--- src/hw/rtl/jtm_pkg.sv ---
`timescale 1ns / 1ps
// Package for the JSON text minifier: item structs, scan modes, character codes
// and the single-byte classification helper. No dependencies.

package jtm_pkg;

  // Field widths fixed by the item format
  localparam int unsigned ByteW  = 8;
  localparam int unsigned CountW = 16;

  // Default configuration
  localparam int unsigned MaxTextLengthDef = 65535;
  localparam int unsigned OutqDepthDef     = 4;

  // Character codes
  localparam logic [ByteW-1:0] CharNul       = 8'h00;
  localparam logic [ByteW-1:0] CharTab       = 8'h09;
  localparam logic [ByteW-1:0] CharLf        = 8'h0A;
  localparam logic [ByteW-1:0] CharCr        = 8'h0D;
  localparam logic [ByteW-1:0] CharSpace     = 8'h20;
  localparam logic [ByteW-1:0] CharQuote     = 8'h22;
  localparam logic [ByteW-1:0] CharStar      = 8'h2A;
  localparam logic [ByteW-1:0] CharSlash     = 8'h2F;
  localparam logic [ByteW-1:0] CharBackslash = 8'h5C;

  // Scanner modes
  typedef enum logic [2:0] {
    MODE_NORMAL = 3'd0,
    MODE_SLASH  = 3'd1,
    MODE_LINE   = 3'd2,
    MODE_BLOCK  = 3'd3,
    MODE_BSTAR  = 3'd4,
    MODE_STR    = 3'd5,
    MODE_SESC   = 3'd6,
    MODE_STOP   = 3'd7
  } mode_e;

  // Input item
  typedef struct packed {
    logic [ByteW-1:0] in_byte;
    logic             last_byte;
  } in_item_t;

  // Result item
  typedef struct packed {
    logic              has_byte;
    logic [ByteW-1:0]  out_byte;
    logic              done_res;
    logic [CountW-1:0] kept_count;
  } out_item_t;

  // Up to two results per input transfer; push1 only together with push0
  typedef struct packed {
    logic      push0;
    logic      push1;
    out_item_t res0;
    out_item_t res1;
  } scan_res_t;

  // Outcome of one byte in normal text
  typedef struct packed {
    logic  keep;
    mode_e mode;
  } norm_step_t;

  function automatic norm_step_t normal_step(input logic [ByteW-1:0] b);
    norm_step_t r;
    r.keep = 1'b0;
    r.mode = MODE_NORMAL;
    priority if (b == CharNul) begin
      r.mode = MODE_STOP;
    end else if (b == CharSpace || b == CharTab || b == CharCr || b == CharLf) begin
      r.keep = 1'b0;
    end else if (b == CharSlash) begin
      r.mode = MODE_SLASH;
    end else if (b == CharQuote) begin
      r.keep = 1'b1;
      r.mode = MODE_STR;
    end else begin
      r.keep = 1'b1;
    end
    return r;
  endfunction

endpackage

--- src/hw/rtl/jtm_scan.sv ---
`timescale 1ns / 1ps
// Byte scanner: next mode, next kept count and up to two results for one byte.
// Purely combinational; depends on jtm_pkg.

module jtm_scan #(
  parameter int unsigned MaxTextLength = jtm_pkg::MaxTextLengthDef
) (
  input  jtm_pkg::mode_e                  mode_q_i,
  input  logic [jtm_pkg::CountW-1:0]      total_q_i,
  input  jtm_pkg::in_item_t               item_i,
  output jtm_pkg::mode_e                  mode_d_o,
  output logic [jtm_pkg::CountW-1:0]      total_d_o,
  output jtm_pkg::scan_res_t              res_o
);

  localparam logic [jtm_pkg::CountW-1:0] KeepLimit =
      (MaxTextLength < 65535) ? MaxTextLength[jtm_pkg::CountW-1:0] : 16'hFFFF;

  logic [jtm_pkg::ByteW-1:0]  b;
  logic [jtm_pkg::CountW-1:0] cnt1, cnt2;
  logic                       e0, e1;
  logic [jtm_pkg::ByteW-1:0]  b0, b1;
  jtm_pkg::mode_e             mode_n;
  jtm_pkg::norm_step_t        ns;

  assign b = item_i.in_byte;

  // Saturating counts after one and two kept bytes
  assign cnt1 = (total_q_i < KeepLimit) ? total_q_i + 16'd1 : total_q_i;
  assign cnt2 = (cnt1 < KeepLimit) ? cnt1 + 16'd1 : cnt1;

  // Mode update and kept bytes
  always_comb begin
    e0     = 1'b0;
    e1     = 1'b0;
    b0     = b;
    b1     = b;
    mode_n = mode_q_i;
    ns     = jtm_pkg::normal_step(b);
    unique case (mode_q_i)
      jtm_pkg::MODE_NORMAL: begin
        e0     = ns.keep;
        mode_n = ns.mode;
      end
      jtm_pkg::MODE_SLASH: begin
        priority if (b == jtm_pkg::CharSlash) begin
          mode_n = jtm_pkg::MODE_LINE;
        end else if (b == jtm_pkg::CharStar) begin
          mode_n = jtm_pkg::MODE_BLOCK;
        end else begin
          // held slash goes out first, then the byte as normal text
          e0     = 1'b1;
          b0     = jtm_pkg::CharSlash;
          e1     = ns.keep;
          mode_n = ns.mode;
        end
      end
      jtm_pkg::MODE_LINE: begin
        priority if (b == jtm_pkg::CharNul) begin
          mode_n = jtm_pkg::MODE_STOP;
        end else if (b == jtm_pkg::CharLf) begin
          mode_n = jtm_pkg::MODE_NORMAL;
        end else begin
          mode_n = jtm_pkg::MODE_LINE;
        end
      end
      jtm_pkg::MODE_BLOCK: begin
        priority if (b == jtm_pkg::CharNul) begin
          mode_n = jtm_pkg::MODE_STOP;
        end else if (b == jtm_pkg::CharStar) begin
          mode_n = jtm_pkg::MODE_BSTAR;
        end else begin
          mode_n = jtm_pkg::MODE_BLOCK;
        end
      end
      jtm_pkg::MODE_BSTAR: begin
        priority if (b == jtm_pkg::CharNul) begin
          mode_n = jtm_pkg::MODE_STOP;
        end else if (b == jtm_pkg::CharSlash) begin
          mode_n = jtm_pkg::MODE_NORMAL;
        end else if (b == jtm_pkg::CharStar) begin
          mode_n = jtm_pkg::MODE_BSTAR;
        end else begin
          mode_n = jtm_pkg::MODE_BLOCK;
        end
      end
      jtm_pkg::MODE_STR: begin
        priority if (b == jtm_pkg::CharNul) begin
          mode_n = jtm_pkg::MODE_STOP;
        end else if (b == jtm_pkg::CharBackslash) begin
          e0     = 1'b1;
          mode_n = jtm_pkg::MODE_SESC;
        end else if (b == jtm_pkg::CharQuote) begin
          e0     = 1'b1;
          mode_n = jtm_pkg::MODE_NORMAL;
        end else begin
          e0     = 1'b1;
        end
      end
      jtm_pkg::MODE_SESC: begin
        e0     = 1'b1;
        mode_n = jtm_pkg::MODE_STR;
      end
      jtm_pkg::MODE_STOP: begin
        mode_n = jtm_pkg::MODE_STOP;
      end
      default: begin
        mode_n = mode_q_i;
      end
    endcase
  end

  // Result assembly, end-of-buffer handling
  always_comb begin
    res_o.push0               = e0;
    res_o.push1               = e1;
    res_o.res0.has_byte       = 1'b1;
    res_o.res0.out_byte       = b0;
    res_o.res0.done_res       = 1'b0;
    res_o.res0.kept_count     = cnt1;
    res_o.res1.has_byte       = 1'b1;
    res_o.res1.out_byte       = b1;
    res_o.res1.done_res       = 1'b0;
    res_o.res1.kept_count     = cnt2;
    mode_d_o                  = mode_n;
    total_d_o                 = e1 ? cnt2 : (e0 ? cnt1 : total_q_i);

    if (item_i.last_byte) begin
      // a slash still held at the end is kept; it is always the first result
      if (mode_n == jtm_pkg::MODE_SLASH) begin
        res_o.push0           = 1'b1;
        res_o.res0.out_byte   = jtm_pkg::CharSlash;
      end else if (!e0) begin
        // nothing kept: one empty result carrying the count
        res_o.push0           = 1'b1;
        res_o.res0.has_byte   = 1'b0;
        res_o.res0.out_byte   = '0;
        res_o.res0.kept_count = total_q_i;
      end
      if (e1) begin
        res_o.res1.done_res   = 1'b1;
      end else begin
        res_o.res0.done_res   = 1'b1;
      end
      mode_d_o                = jtm_pkg::MODE_NORMAL;
      total_d_o               = '0;
    end
  end

endmodule

--- src/hw/rtl/jtm_outq.sv ---
`timescale 1ns / 1ps
// Result queue: takes up to two results per cycle, hands out one per transfer.
// Flip-flop storage; depends on jtm_pkg.

module jtm_outq #(
  parameter int unsigned Depth = jtm_pkg::OutqDepthDef
) (
  input  logic               clk_i,
  input  logic               rst_ni,
  input  jtm_pkg::scan_res_t push_i,
  input  logic               pop_i,
  output jtm_pkg::out_item_t head_o,
  output logic               not_empty_o,
  output logic               no_room_o
);

  localparam int unsigned PtrW = (Depth > 1) ? $clog2(Depth) : 1;
  localparam int unsigned CntW = $clog2(Depth + 1);
  localparam logic [PtrW-1:0] LastPtr  = PtrW'(Depth - 1);
  localparam logic [CntW-1:0] RoomMark = CntW'(Depth - 2);

  jtm_pkg::out_item_t mem_q [Depth];
  logic [PtrW-1:0]    wr_ptr_q, wr_ptr_d, wr_ptr1, rd_ptr_q, rd_ptr_d;
  logic [CntW-1:0]    count_q, count_d;

  function automatic logic [PtrW-1:0] ptr_inc(input logic [PtrW-1:0] p);
    return (p == LastPtr) ? '0 : p + PtrW'(1);
  endfunction

  assign wr_ptr1 = ptr_inc(wr_ptr_q);

  // Pointer and fill level update
  always_comb begin
    wr_ptr_d = wr_ptr_q;
    if (push_i.push1) begin
      wr_ptr_d = ptr_inc(wr_ptr1);
    end else if (push_i.push0) begin
      wr_ptr_d = wr_ptr1;
    end
    rd_ptr_d = pop_i ? ptr_inc(rd_ptr_q) : rd_ptr_q;
    count_d  = count_q + CntW'(push_i.push0) + CntW'(push_i.push1) - CntW'(pop_i);
  end

  always_ff @(posedge clk_i or negedge rst_ni) begin
    if (!rst_ni) begin
      wr_ptr_q <= '0;
      rd_ptr_q <= '0;
      count_q  <= '0;
    end else begin
      wr_ptr_q <= wr_ptr_d;
      rd_ptr_q <= rd_ptr_d;
      count_q  <= count_d;
    end
  end

  // Entry storage, no reset needed
  always_ff @(posedge clk_i) begin
    if (push_i.push0) begin
      mem_q[wr_ptr_q] <= push_i.res0;
    end
    if (push_i.push1) begin
      mem_q[wr_ptr1] <= push_i.res1;
    end
  end

  assign head_o      = mem_q[rd_ptr_q];
  assign not_empty_o = (count_q != '0);
  // room for two more results is needed before a byte is taken
  assign no_room_o   = (count_q > RoomMark);

endmodule

--- src/hw/rtl/json_text_minifier_top.sv ---
`timescale 1ns / 1ps
// Top level of the JSON text minifier: mode and count registers, byte scanner,
// result queue. Depends on jtm_pkg, jtm_scan and jtm_outq.
//
//  channel  direction  handshake                 payload
//  in       input      in_valid_i / in_stall_o    in_item_i  (jtm_pkg::in_item_t)
//  out      output     out_valid_o / out_stall_i  out_item_o (jtm_pkg::out_item_t)
//
// One byte is taken per cycle unless in_stall_o is high; its results enter the queue at
// the same edge and can leave in the next cycle. A byte that follows a held slash may
// give two results; the queue drains one result per cycle while out_stall_i is low.
// in_stall_o rises when fewer than two queue entries are free (queue depth OutqDepth).
// Reset (rst_ni low, asynchronous) empties the queue, sets normal text mode and
// clears the kept count. out_stall_i only holds the queue head in place.

module json_text_minifier_top #(
  parameter int unsigned MaxTextLength = jtm_pkg::MaxTextLengthDef,
  parameter int unsigned OutqDepth     = jtm_pkg::OutqDepthDef
) (
  input  logic               clk_i,
  input  logic               rst_ni,
  input  logic               in_valid_i,
  output logic               in_stall_o,
  input  jtm_pkg::in_item_t  in_item_i,
  output logic               out_valid_o,
  input  logic               out_stall_i,
  output jtm_pkg::out_item_t out_item_o
);

  jtm_pkg::mode_e             mode_q, mode_d, scan_mode;
  logic [jtm_pkg::CountW-1:0] total_q, total_d, scan_total;
  jtm_pkg::scan_res_t         scan_res, push;
  logic                       in_xfer, out_xfer, no_room;

  assign in_xfer  = in_valid_i && !no_room;
  assign out_xfer = out_valid_o && !out_stall_i;

  jtm_scan #(
    .MaxTextLength(MaxTextLength)
  ) u_scan (
    .mode_q_i (mode_q),
    .total_q_i(total_q),
    .item_i   (in_item_i),
    .mode_d_o (scan_mode),
    .total_d_o(scan_total),
    .res_o    (scan_res)
  );

  // Results only enter the queue on an input transfer
  always_comb begin
    push       = scan_res;
    push.push0 = scan_res.push0 && in_xfer;
    push.push1 = scan_res.push1 && in_xfer;
    mode_d     = in_xfer ? scan_mode  : mode_q;
    total_d    = in_xfer ? scan_total : total_q;
  end

  always_ff @(posedge clk_i or negedge rst_ni) begin
    if (!rst_ni) begin
      mode_q  <= jtm_pkg::MODE_NORMAL;
      total_q <= '0;
    end else begin
      mode_q  <= mode_d;
      total_q <= total_d;
    end
  end

  jtm_outq #(
    .Depth(OutqDepth)
  ) u_outq (
    .clk_i      (clk_i),
    .rst_ni     (rst_ni),
    .push_i     (push),
    .pop_i      (out_xfer),
    .head_o     (out_item_o),
    .not_empty_o(out_valid_o),
    .no_room_o  (no_room)
  );

  assign in_stall_o = no_room;

endmodule

--- config.mk ---
export PLATFORM = sky130hd
export DESIGN_NAME = json_text_minifier_top
export DESIGN_NICKNAME = d
export VERILOG_FILES = /design/src/hw/rtl/jtm_pkg.sv /design/src/hw/rtl/jtm_scan.sv /design/src/hw/rtl/jtm_outq.sv /design/src/hw/rtl/json_text_minifier_top.sv
export SDC_FILE = /design/constraint.sdc
export NUM_CORES = 1
export LEC_CHECK = 0
export ABC_AREA = 1
export BUFFER_PORTS_ARGS = -buffer_cell sky130_fd_sc_hd__buf_2
export CELL_PAD_IN_SITES_DETAIL_PLACEMENT = 0
export CELL_PAD_IN_SITES_GLOBAL_PLACEMENT = 1
export CORE_ASPECT_RATIO = 1.5
export CORE_MARGIN = 2
export CORE_UTILIZATION = 47
export DETAILED_ROUTE_END_ITERATION = 8
export PLACE_DENSITY_LB_ADDON = 0.2
export SYNTH_ARGS = -nofsm -noshare
export SYNTH_HDL_FRONTEND = slang
export SYNTH_SLANG_ARGS = --single-unit
--- constraint.sdc ---
create_clock -name clk_i -period 4.15 [get_ports clk_i]
set_input_delay 0.415 -clock clk_i [delete_from_list [all_inputs] [get_ports clk_i]]
set_output_delay 0.415 -clock clk_i [all_outputs]
set_load 0.005 [all_outputs]
==> metrics <==
synthesized area=0.008950 mm2; Synth top area share=0.3355; TritonCTS buffer count=17; DR vias/cell=between 5 and 6; period utilisation layout=0.8344; antenna violations before repair=0; worst min-delay path class=input pin to asynchronous set/reset pin; core area=between 0.015 and 0.02 mm2; H-tree depth=4; Synth area leaders=edfxtp_1, nand2_1, nand3_1, dfrtp_1, o21ai_0; 1st-iter DRT viols=~610; sequential fraction of the synthesis area=0.4172; Mapped Nets=1188; crit-path cells=ha_1, nand3_1, inv_2, nand2_2, nor2_4, xor2_4, inv_1, ha_1, nand3_1, inv_1, nand2_2, inv_2, nand3_4, nand2_1, nand3_1, nand2_1; root buffer cell=clkbuf_16; synthesized instance count=approximately 1200; Rows=61; Crit path largest cell delay=around 0.51 ns; mean area per synthesized cell=roughly 7.7 um2; post_cts resized=0; crit path launch type=flip-flop; final net count=between 1000 and 1500; Cell Area, Placed=0.009333 mm2; All-Layer GR Usage=0.2628; gr ovfl total=0; n_diodes=0; Lkg Pwr=~4.5 nW; Rel. slew slack=0.4316; vias=approximately 8000; clock transition at the registers of the reported paths=about 0.06 ns; Post-CTS Setup Inserts=0; first-pass GRT wire length=approximately 41000 um; area delta synth->final=11.41%; initial core utilization=0.4806; WL/cell=17.44 um; RD Place Congestion=about 0.90; Worst-Margin Slew=between 0.8 and 0.9 ns; vias in the first global route=~7700; Power Dens Cells=between 600 and 700 mW/mm2; Pwr Total=6.726 mW; DPL Wire Length=between 15000 and 20000 um; clock period minus worst slack=around 3.5 ns; post-route cell area=0.009971 mm2; number of fill cells=1901; f_max=slightly below 300 MHz; TritonCTS clock tree=done; slowest CP cell=dfrtp_1; status=complete, no violations; Synth Warn #=0; die width=116.7 um; Yosys reg bits=130; Worst VDD drop=between 300 and 400 uV; setup TNS=0 ns; worst hold slack=0.05896 ns; crit-path max FO=24; Longest Clk Path Bufs=2; DR DRC count=0; area occupied by registers=around 0.0037 mm2; full die area=0.02018 mm2; Slew Limit Fails=0; cell taking the most area after synthesis=edfxtp_1; Finished Core Util=0.5354; Clock Latency Late Sink=around 0.43 ns; Synth cell types=47; crit path DAT=3.63 ns; Boundary Pins=41; CP Capture Type=flip-flop; CP required=4.32 ns; Setup CP Type=flip-flop to flip-flop; PortBufs=40; Hold Buf Count CTS=0; TritonCTS Sinks=between 100 and 150; Chip Height=173.0 um; Hold Fails Final Rpt=0; Most common cell on crit path=nand3_1; Final Skew=0.01086 ns; layout cells sized above 1=0.1530; final setup vio count=0; routed wire length=25380 um; area of the multi-input gates=~0.0046 mm2; Max-cap violations=0; RSZ-0062 raised after global routing=no; Initial DRT Pass Iterations=6; largest net degree at the start of global routing=55; Final ANT Viol Nets=0
Yosys cell counts (all sizes together):
cell      n
a21boi    1
a21oi     8
a22oi     1
a31oi     1
a32o      1
buf      24
clkbuf   22
clkinv    5
dfrtp    26
dfxtp     4
edfxtp  100
fa        2
ha       13
inv      81
nand2   397
nand3   158
nand3b    1
nand4    13
nor2    133
nor3      2
nor4      1
o21ai   105
o21bai    1
o22ai    45
or2       1
xnor2     3
xor2     11
routing by layer:
layer	vias up	track usage	part of all wire
li1	3964	-	-
met1	3676	0.3534	0.43
met2	215	0.4390	0.50
met3	26	0.03961	0.055
met4	0	0.07304	0.014
met5	-	0	0
layout by cell type (no fill, tap or decap), drive strengths merged, types with 13 or more instances in the layout:
master	instances
nor2	133
clkbuf	17
o22ai	45
nand3	158
ha	13
buf	58
o21ai	105
inv	82
nand4	13
nand2	397
dfrtp	26
edfxtp	100
critical path: cells and delay by family (launching register included):
family	cells	cell delay, ns
fa+ha+maj	2	0.54
xor+xnor	1	0.24
flops	1	0.51
simple gates	9	1.51
buf+inv	4	0.40
sequential cells by signal, summed over array words and instances (netlist names):
signal           count
u_outq.mem_q       104
total_q             16
mode_q               3
u_outq.count_q       3
u_outq.rd_ptr_q      2
u_outq.wr_ptr_q      2
worst paths after layout:
check | slack, ns | from | depth (start not counted) | end
worst min register to register | 0.49 | u_outq.mem_q[2][25] | 2 | u_outq.mem_q[2][25]
worst max register to register | 0.69 | total_q[0] | 16 | u_outq.mem_q[3][1]
min in group clk_i | 0.41 | out_stall_i | 4 | u_outq.rd_ptr_q[1]
worst min-delay path | 0.06 | rst_ni | 1 | u_outq.rd_ptr_q[0]
max in group asynchronous | 3.58 | rst_ni | 1 | u_outq.wr_ptr_q[1]
worst max-delay path | 0.69 | total_q[0] | 16 | u_outq.mem_q[3][1]
stage by stage:
| stage | worst slack (ns) | cells |
|---|---|---|
| finish | 0.6873 | 1455 |
| global route | 0.3819 | 1455 |
| CTS | 0.6972 | 1455 |
| detailed placement | 0.7206 | 1424 |
| global placement | 0.8065 | 1424 |
| floorplan | 1.255 | 1160 |
power by group:
group	leakage [nW]	internal [mW]	switching, mW
logic	2.88	0.983	2.19
registers	1.31	1.71	0.214
clock network	0.303	1.06	0.570
final cells by class:
| class | count | area share |
|---|---|---|
| inverters | 86 | 0.03463 |
| repair buffers | 58 | 0.03614 |
| clock inverters | 14 | 0.02133 |
| well taps | 252 | 0.03162 |
| multi-input cells | 898 | 0.4592 |
| flip-flops and latches | 130 | 0.3745 |
| clock buffers | 17 | 0.04267 |
cells by family after synthesis:
logic type | share of synthesized area
and+or+nand+nor | 0.3720
AOI/OAI and AO/OA | 0.1002
buffers and inverters | 0.07130
DFF | 0.4172
adders and majority gates | 0.02265
xor gates and xnor gates | 0.01664
Power figures use the tool's default switching activity.
